### src/rtl/core/ssbs_pkg.sv
`timescale 1ns / 1ps

package ssbs_pkg;

  localparam int OP_W      = 2;
  localparam int IDX_W     = 10;
  localparam int DATA_W    = 32;
  localparam int LEN_W     = 11;
  localparam int CFG_W     = 11;
  localparam int CFG_IDX_W = 2;
  localparam int RND_W     = $clog2(LEN_W + 1);

  localparam logic [OP_W-1:0] OP_WR_SEQ = 2'd0;
  localparam logic [OP_W-1:0] OP_WR_SRT = 2'd1;
  localparam logic [OP_W-1:0] OP_QUERY  = 2'd2;

  localparam logic [CFG_IDX_W-1:0] REG_SEQ_LEN    = 2'd0;
  localparam logic [CFG_IDX_W-1:0] REG_RIGHT_SIDE = 2'd1;
  localparam logic [CFG_IDX_W-1:0] REG_USE_SORTER = 2'd2;
  localparam logic [CFG_IDX_W-1:0] REG_FLOAT_CMP  = 2'd3;

  localparam logic [LEN_W-1:0] SEQ_LEN_RESET = 11'd1;

  typedef struct packed {
    logic [LEN_W-1:0] seq_len;
    logic             right_side;
    logic             use_sorter;
    logic             float_compare;
  } cfg_t;

  function automatic logic f_nan(input logic [31:0] v);
    f_nan = (v[30:23] == 8'hFF) && (v[22:0] != 23'd0);
  endfunction

  // Maps an IEEE single onto unsigned order, both zeros to one key.
  function automatic logic [31:0] f_key(input logic [31:0] v);
    logic [31:0] k;
    if (v[30:0] == 31'd0) begin
      k = 32'h8000_0000;
    end else if (v[31]) begin
      k = ~v;
    end else begin
      k = v | 32'h8000_0000;
    end
    f_key = k;
  endfunction

  // Number of significant bits, i.e. the round count of the search.
  function automatic logic [RND_W-1:0] bit_len(input logic [LEN_W-1:0] v);
    logic [RND_W-1:0] r;
    r = '0;
    for (int i = 0; i < LEN_W; i++) begin
      if (v[i]) begin
        r = RND_W'(i + 1);
      end
    end
    bit_len = r;
  endfunction

endpackage

### src/rtl/core/ssbs_cmp.sv
`timescale 1ns / 1ps

module ssbs_cmp #(
  parameter int VALUE_WIDTH = 32
) (
  input  logic [VALUE_WIDTH-1:0] elem,
  input  logic [VALUE_WIDTH-1:0] query,
  input  logic                   float_mode,
  input  logic                   right_side,
  output logic                   goes_left
);
  import ssbs_pkg::*;

  logic [VALUE_WIDTH-1:0] ik_a, ik_b;
  logic [31:0]            fa, fb, fk_a, fk_b;
  logic                   int_lt, int_eq, flt_lt, flt_eq, any_nan;

  always_comb begin
    // flip the sign bit so signed order becomes unsigned order
    ik_a    = elem  ^ (VALUE_WIDTH'(1) << (VALUE_WIDTH - 1));
    ik_b    = query ^ (VALUE_WIDTH'(1) << (VALUE_WIDTH - 1));
    int_lt  = ik_a < ik_b;
    int_eq  = ik_a == ik_b;
    fa      = 32'(elem);
    fb      = 32'(query);
    fk_a    = f_key(fa);
    fk_b    = f_key(fb);
    flt_lt  = fk_a < fk_b;
    flt_eq  = fk_a == fk_b;
    any_nan = f_nan(fa) || f_nan(fb);
    if (float_mode) begin
      goes_left = !any_nan && (flt_lt || (right_side && flt_eq));
    end else begin
      goes_left = int_lt || (right_side && int_eq);
    end
  end

endmodule

### src/rtl/core/ssbs_ctrl.sv
`timescale 1ns / 1ps

module ssbs_ctrl #(
  parameter int MAX_LEN     = 1024,
  parameter int VALUE_WIDTH = 32
) (
  input  logic                             clk,
  input  logic                             rst_n,
  input  ssbs_pkg::cfg_t                   cfg,
  input  logic                             start,
  input  logic [ssbs_pkg::DATA_W-1:0]      query,
  output logic                             idle,
  output logic                             srt_re,
  output logic [$clog2(MAX_LEN)-1:0]       srt_raddr,
  input  logic [$clog2(MAX_LEN)-1:0]       srt_q,
  output logic                             seq_re,
  output logic [$clog2(MAX_LEN)-1:0]       seq_raddr,
  input  logic [VALUE_WIDTH-1:0]           seq_q,
  input  logic                             out_free,
  output logic                             res_load,
  output logic [ssbs_pkg::LEN_W-1:0]       res_pos
);
  import ssbs_pkg::*;

  localparam int AW = $clog2(MAX_LEN);
  localparam int CW = (AW > LEN_W) ? AW : LEN_W;

  localparam logic [2:0] ST_IDLE = 3'd0;
  localparam logic [2:0] ST_ADDR = 3'd1;
  localparam logic [2:0] ST_SORT = 3'd2;
  localparam logic [2:0] ST_CMP  = 3'd3;
  localparam logic [2:0] ST_DONE = 3'd4;

  logic [2:0]             state_r, state_nxt;
  logic [LEN_W-1:0]       low_r, low_nxt, high_r, high_nxt, mid_r, mid_nxt, n_r, n_nxt;
  logic [RND_W-1:0]       round_r, round_nxt;
  logic [VALUE_WIDTH-1:0] query_r, query_nxt;

  logic [LEN_W-1:0] n_w, nm1, mid_w, at_w;
  logic [LEN_W:0]   up_w;
  logic [AW-1:0]    srt_idx;
  logic [RND_W-1:0] rounds_w;
  logic             left;

  ssbs_cmp #(.VALUE_WIDTH(VALUE_WIDTH)) u_cmp (
    .elem       (seq_q),
    .query      (query_r),
    .float_mode (cfg.float_compare),
    .right_side (cfg.right_side),
    .goes_left  (left)
  );

  always_comb begin
    n_w      = (32'(cfg.seq_len) > MAX_LEN) ? LEN_W'(MAX_LEN) : cfg.seq_len;
    rounds_w = bit_len(n_w);
    nm1      = n_r - LEN_W'(1);
    mid_w    = low_r + ((high_r - low_r) >> 1);
    at_w     = (mid_w > nm1) ? nm1 : mid_w;
    srt_idx  = (CW'(srt_q) > CW'(nm1)) ? AW'(nm1) : srt_q;
    up_w     = {1'b0, mid_r} + (LEN_W + 1)'(1);
  end

  assign idle      = (state_r == ST_IDLE);
  assign srt_re    = (state_r == ST_ADDR) && cfg.use_sorter;
  assign srt_raddr = AW'(at_w);
  assign seq_re    = ((state_r == ST_ADDR) && !cfg.use_sorter) || (state_r == ST_SORT);
  assign seq_raddr = (state_r == ST_SORT) ? srt_idx : AW'(at_w);
  assign res_load  = (state_r == ST_DONE) && out_free;
  // a NaN query lands past the end whatever the rounds found
  assign res_pos   = (cfg.float_compare && f_nan(32'(query_r))) ? n_r : low_r;

  always_comb begin
    state_nxt = state_r;
    low_nxt   = low_r;
    high_nxt  = high_r;
    mid_nxt   = mid_r;
    n_nxt     = n_r;
    round_nxt = round_r;
    query_nxt = query_r;
    unique case (state_r)
      ST_IDLE: begin
        if (start) begin
          low_nxt   = '0;
          high_nxt  = n_w;
          n_nxt     = n_w;
          round_nxt = rounds_w;
          query_nxt = VALUE_WIDTH'(query);
          state_nxt = (rounds_w == '0) ? ST_DONE : ST_ADDR;
        end
      end
      ST_ADDR: begin
        mid_nxt   = mid_w;
        state_nxt = cfg.use_sorter ? ST_SORT : ST_CMP;
      end
      ST_SORT: begin
        state_nxt = ST_CMP;
      end
      ST_CMP: begin
        if (left) begin
          low_nxt = (up_w > {1'b0, n_r}) ? n_r : up_w[LEN_W-1:0];
        end else begin
          high_nxt = mid_r;
        end
        round_nxt = round_r - RND_W'(1);
        state_nxt = (round_r == RND_W'(1)) ? ST_DONE : ST_ADDR;
      end
      ST_DONE: begin
        if (out_free) begin
          state_nxt = ST_IDLE;
        end
      end
      default: begin
        state_nxt = ST_IDLE;
      end
    endcase
  end

  always_ff @(posedge clk) begin
    if (!rst_n) begin
      state_r <= ST_IDLE;
      round_r <= '0;
    end else begin
      state_r <= state_nxt;
      round_r <= round_nxt;
    end
  end

  always_ff @(posedge clk) begin
    low_r   <= low_nxt;
    high_r  <= high_nxt;
    mid_r   <= mid_nxt;
    n_r     <= n_nxt;
    query_r <= query_nxt;
  end

  a_bounds_ordered: assert property (@(posedge clk) disable iff (!rst_n)
    (state_r != ST_IDLE) |-> (low_r <= high_r))
    else $error("search bounds crossed");

  a_high_in_range: assert property (@(posedge clk) disable iff (!rst_n)
    (state_r != ST_IDLE) |-> (high_r <= n_r))
    else $error("upper bound beyond sequence length");

  a_cmp_after_read: assert property (@(posedge clk) disable iff (!rst_n)
    (state_r == ST_CMP) |-> ($past(state_r) == ST_ADDR || $past(state_r) == ST_SORT))
    else $error("compare without a preceding read");

  a_start_leaves_idle: assert property (@(posedge clk) disable iff (!rst_n)
    (idle && start) |=> (state_r == ST_ADDR || state_r == ST_DONE))
    else $error("query not started");

endmodule

### config.mk
export PLATFORM = sky130hd
export DESIGN_NAME = ssbs_ctrl
export DESIGN_NICKNAME = d
export VERILOG_FILES = /design/src/rtl/core/ssbs_pkg.sv /design/src/rtl/core/ssbs_cmp.sv /design/src/rtl/core/ssbs_ctrl.sv
export SDC_FILE = /design/constraint.sdc
export NUM_CORES = 1
export LEC_CHECK = 0
export BUFFER_PORTS_ARGS = -buffer_cell sky130_fd_sc_hd__buf_2
export CORE_UTILIZATION = 55
export CTS_CLUSTER_DIAMETER = 30
export DETAILED_ROUTE_END_ITERATION = 10
export PLACE_DENSITY = 0.87
export SYNTH_ARGS = -nofsm -noshare
export SYNTH_HDL_FRONTEND = slang
export SYNTH_HIERARCHICAL = 1
export SYNTH_SLANG_ARGS = --single-unit
### constraint.sdc
create_clock -name clk -period 7 [get_ports clk]
set_input_delay 0.7 -clock clk [delete_from_list [all_inputs] [get_ports clk]]
set_output_delay 0.7 -clock clk [all_outputs]
set_load 0.01 [all_outputs]
## Yosys cells after proc, flatten, opt, wreduce, memory -nomap -nowiden

Cells that the tools add are included.

| cells by class | value |
|---|---|
| add/subtract/negate cells | 5 |
| magnitude comparators | 6 |
| equal/unequal tests | 13 |
| mux-type cells | 36 |
| bitwise gates (word level) | 4 |
| reduce and logical (&&, ||, !) cells | 27 |

Operators by type and width:

| cell | count |
|---|---|
| 2-to-1 mux 32 bit | 4 |
| 2-to-1 mux 11 bit | 7 |
| equality test 32 bit | 2 |
| < comparator 32 bit | 2 |
| inverter 32 bit | 2 |
| zero test 31 bit | 2 |
| nonzero test 23 bit | 2 |
| one-hot mux 11 bit (2 select lines) | 2 |
| 2-to-1 mux 4 bit | 10 |
| 2-to-1 mux 10 bit | 3 |
| equality test 8 bit (second input constant) | 2 |
| one-hot mux 3 bit (5 select lines) | 1 |
| adder 11 x 1 -> 12 bit (second input constant) | 1 |
| > comparator 12 x 11 -> 1 bit | 1 |
| 2-to-1 mux 3 bit | 4 |
| adder 11 x 10 -> 11 bit | 1 |
| > comparator 10 x 11 -> 1 bit | 1 |
| > comparator 11 bit | 1 |
| > comparator 11 bit (second input constant) | 1 |
| subtractor 11 x 1 -> 11 bit (second input constant) | 1 |
| subtractor 11 bit | 1 |
| logical AND 1 bit | 9 |
| inequality test 2 bit (second input constant) | 4 |
| one-hot mux 4 bit (2 select lines) | 1 |
| 15 further kinds | 26 |

| storage, ports and cells | value |
|---|---|
| bits in registers | 83 |
| bits of input ports | 92 |
| output and inout bits | 35 |
| logic and storage cells | 98 |

## Depth between registers and ports, before layout

| depth | value |
|---|---|
| depth after elaboration | 17 |
| mapped depth | 21 |
| depth with buffers taken out | 21 |

## Hierarchy

Netlist, hierarchy kept.

By module, submodules not included:

| module | instances | cells an instance | area an instance (µm²) | seq. area each (µm²) |
|---|---|---|---|---|
| ssbs_ctrl | 1 | 583 | 5657.9 | 2422.3 |
| ssbs_cmp | 1 | 365 | 2558.7 | 0.0 |

## Least setup slack after synthesis

Ideal clock, no wire load.

| timing | value |
|---|---|
| kind | register to output |
| start | register low_r[1] |
| end | output port seq_raddr[2] |
| arrival time | 4.505 ns |
| data required time | 6.300 ns |
| slack | 1.795 ns |
| stages on the path, launching flop included | 20 |
| buffers on the path | 0 |
| path through | edfxtp_1 > fa_1 > o21bai_1 > a21oi_1 > a2bb2oi_1 > nor2b_1 > xnor2_1 > ha_1 > or3_1 > a211o_1 > nand2_1 > xor2_1 > inv_1 > ha_1 > a2111oi_0 > o21ai_0 > o2111ai_1 > a21oi_1 > mux2_4 > a222oi_1 |

| on the way | value |
|---|---|
| longest elaborated chain between the ends | 5 |

RTL lines:

| item | line | source |
|---|---|---|
| from (decl) | ssbs_ctrl.sv:35 | `logic [LEN_W-1:0] low_r, low_nxt, high_r, high_nxt, mid_r, mid_nxt, n_r, n_nxt;` |
| from (signal assigned) | ssbs_ctrl.sv:129 | `low_r <= low_nxt;` |
| subtractor 11 bit | ssbs_ctrl.sv:57 | `mid_w = low_r + ((high_r - low_r) >> 1);` |
| adder 11 x 10 -> 11 bit (*) | ssbs_ctrl.sv:57 |  |
| net mid_w[7] | ssbs_ctrl.sv:39 | `logic [LEN_W-1:0] n_w, nm1, mid_w, at_w;` |
| > comparator 11 bit (*) | ssbs_ctrl.sv:58 | `at_w = (mid_w > nm1) ? nm1 : mid_w;` |
| 2-to-1 mux 10 bit (*) | ssbs_ctrl.sv:58 |  |
| 2-to-1 mux 10 bit (*) | ssbs_ctrl.sv:67 | `assign seq_raddr = (state_r == ST_SORT) ? srt_idx : AW'(at_w);` |
| to (decl) | ssbs_ctrl.sv:17 | `output logic [$clog2(MAX_LEN)-1:0] seq_raddr,` |

The timed path passes the listed nets; every way through them passes the cells marked *.

## Final worst setup path

| timing | value |
|---|---|
| start | register low_r[2] |
| end | output port seq_raddr[2] |

Same word-level chain as after synthesis.

==> results.py <==
metrics = {
    "timing": {
        "rsz0062_at_grt": "false",
        "hold_ws_ps": 490.4,
        "setup_slack_ps": 634.1,
        "hold_viol": 0,
        "slew_headroom_pct": 24.92,
        "worstMarginPinSlew_ps": 1123,
        "clock_skew_ps": 10.61,
        "setup_viol": 0,
        "min_period_ps": 6366,
        "drv_slew": 0,
        "fin_tns_setup_ps": 0,
        "fmax_mhz": 157.1,
        "final.period_utilization_pct": 90.94,
    },
    "power_and_ir_drop": {
        "pwr-share-seq_pct": 22.3,
        "vdd_drop_max_v": 0.0004498,
        "pwr-share-comb_pct": 65.1,
        "clock_power_share_pct": 12.6,
        "power.total_uw": 3637,
        "powerDensity_nw_per_um2": 390.6,
        "swShare_pct": 46.66,
        "p_leak_uw": 0.004260,
        "switchingPower_uw": 1697,
        "p_int_uw": 1940,
    },
    "critical_path": {
        "crit_arrival_ps": 5670,
        "critPathKind": "reg -> out",
        "path_max_fanout": 15,
        "crit_required_ps": 6300,
        "endpoint_kind": "output port",
        "start_kind": "flop",
    },
    "status": {
        "status": "finished clean",
    },
    "yosys": {
        "synth.most_common_cell": "ha_1",
        "synth-edff-count": 76,
        "netlist_area_sq_um": 8217,
        "synth_warnings": 6,
        "synth.distinct_cells": 69,
        "yosysTopAreaCell": "edfxtp_1",
        "synth.area.top_cells": "edfxtp_1 (28%), ha_1 (18%), xnor2_1 (6.0%)",
        "synthArstFlopShare_pct": 0,
        "synth.net_count": 1161,
        "synth.top_cells.by_count": "ha_1 (119), nand2_1 (100), inv_1 (92), edfxtp_1 (76), nor2_1 (62)",
        "yosysSeqAreaShare_pct": 29.48,
        "synth_ff_type": "edfxtp_1",
        "syn_inst": 948,
        "avgSynthCellArea_sq_um": 8.667,
        "netlist.area_leader.share_pct": 27.78,
        "synth-seq-cells": 83,
    },
    "clocking": {
        "cts_buffers": 9,
        "root_buffer": "clkbuf_16",
        "cts.sinks": 83,
        "tritoncts": "built",
        "clock_path_buffers": 2,
        "clk_latency_ps": 350,
        "postCtsResizedCells": 0,
        "htree_levels": 3,
        "clkSlewWorstSetupHoldPaths_ps": 60,
        "cts_setup_buffers": 0,
        "ctsHoldBuffers": 0,
    },
    "floorplan": {
        "die-area_sq_um": 15430,
        "io_pins": 127,
        "initial_core_util_pct": 56.53,
        "die_x_um": 124.2,
        "num_rows": 44,
        "die_h_um": 124.2,
        "coreArea_sq_um": 14530,
    },
    "placed_design": {
        "dp_slack_ps": 1080,
        "portBuffers": 126,
        "place_congestion": 1.012,
        "hpwl_um": 17960,
    },
    "drt": {
        "ant_nets": 0,
        "drc_errors": 0,
        "wire_per_inst_um": 18.20,
        "dr.pass1.iters": 8,
        "initialDrtViolationCount": 723,
        "vias": 7773,
        "totalWireLength_um": 22830,
        "vias_per_cell": 6.199,
    },
    "grt": {
        "grt_pass1_vias": 7394,
        "grt_overflow": 0,
        "grt_max_degree": 48,
        "grt_pass1_wl_um": 36650,
        "track_usage_pct": 29.54,
        "antenna_found_initial": 0,
    },
    "hold_path": {
        "hold_class": "reg -> reg",
    },
    "layout": {
        "diodes": 0,
        "nNetsFinal": 1278,
        "syn_to_final_growth_pct": 13.32,
        "drive_gt1_share_pct": 15.42,
    },
    "job": {
        "maxCapViolCount": 0,
    },
}
[cells by family (layout without fill, tap and decap cells)]
logic type,Yosys count,count (layout),share of synthesized area (%)
AOI/OAI and AO/OA,178,178,14.25
xor gates and xnor gates,97,97,10.34
adders and majority gates,121,121,18.61
buffers and inverters,123,245,5.832
DFF,83,83,29.48
muxes,12,12,1.553
and+or+nand+nor,334,334,19.93
[final cells by class]
type | count | area (sq um)
clock buffers | 12 | 256.5
inverters | 93 | 349.1
fillers | 1207 | 5223
repair buffers | 136 | 705.7
flip-flops and latches | 83 | 2422
multi-input cells | 742 | 5325
well taps | 184 | 230.2
clock inverters | 4 | 22.52
[path summary, 6_finish.rpt]
| check | start | cells after the start | end | slack, ps |
|---|---|---|---|---|
| setup / recovery | low_r[2] | 23 | seq_raddr[2] | 630 |
| hold / removal | round_r[2] | 2 | round_r[2] | 490 |
| setup reg to reg | query_r[2] | 15 | low_r[0] | 2640 |
| hold reg to reg | round_r[2] | 2 | round_r[2] | 490 |
[through the flow]
stage | area [sq um] | utilization, % | cells
detailed placement | 9032 | 62.15 | 1238
floorplan | 8217 | - | 948
CTS | 9311 | 64.07 | 1254
global placement | 9032 | 62.15 | 1238
global route | 9311 | 64.07 | 1254
finish | 9311 | 64.07 | 1254
[layout by cell type, fill, tap and decap left out, types with 3 or more instances in the layout]
cell type / Yosys / final
ha_1: 119 / 119
o22ai_1: 4 / 4
edfxtp_1: 76 / 76
mux2i_1: 9 / 9
nor2_1: 62 / 62
a221o_1: 5 / 5
a211oi_1: 10 / 10
nor3_1: 41 / 40
buf_4: 0 / 10
a222oi_1: 5 / 5
clkbuf_16: 0 / 9
nor4_1: 27 / 27
nand2b_1: 6 / 6
nand3_1: 21 / 21
o21a_1: 7 / 7
o211ai_1: 6 / 6
xnor2_1: 56 / 56
a211o_1: 3 / 3
dfxtp_1: 7 / 7
nand2_1: 100 / 100
o21ai_0: 37 / 36
o41ai_1: 3 / 3
xor2_1: 41 / 41
a2111oi_0: 4 / 4
o21bai_1: 3 / 3
and3_1: 7 / 7
a21o_1: 10 / 10
inv_1: 92 / 91
a21oi_1: 56 / 56
nor2b_1: 13 / 13
nand4_1: 30 / 30
or3_1: 4 / 4
or4_1: 4 / 4
nand3b_1: 3 / 3
and2_1: 3 / 3
buf_2: 8 / 126
[layer usage]
metal / wire [um] / vias to the layer above / track usage, %
li1: - / 3673 / -
met1: 9069 / 3606 / 36.63
met2: 10990 / 418 / 49.95
met3: 1847 / 76 / 4.871
met4: 925 / 0 / 13.75
met5: 0 / - / 0
[sequential cells by signal (all words and copies together), names as in the netlist]
| register | flops |
|---|---|
| query_r | 32 |
| high_r | 11 |
| low_r | 11 |
| n_r | 11 |
| state_r | 3 |
| round_r | 4 |
| mid_r | 11 |
[worst max-delay path: stages, from the launching register on]
cell and delay, ps:
edfxtp_1 380, inv_1 60, ha_1 340, inv_1 100, o21bai_1 60, a21oi_1 230
a2bb2oi_1 310, nor2b_1 240, xnor2_1 110, ha_1 230, or3_1 320, a211o_1 300
nand2_1 80, xor2_1 330, inv_1 110, ha_1 240, a2111oi_0 340, o21ai_0 160
o2111ai_1 200, a21oi_1 100, buf_4 210, mux2_4 340, a222oi_1 340, buf_2 180
[power by group through the flow]
stage | registers [uW] | logic, uW | clock network, uW
5_1_grt | 819 | 2560 | 484
3_3_place_gp | 813 | 2240 | 0
2_1_floorplan | 769 | 1630 | 0
6_report | 810 | 2370 | 457
4_1_cts | 805 | 2330 | 465
3_5_place_dp | 815 | 2310 | 0
Note: power is estimated with default switching activity, not from simulation.
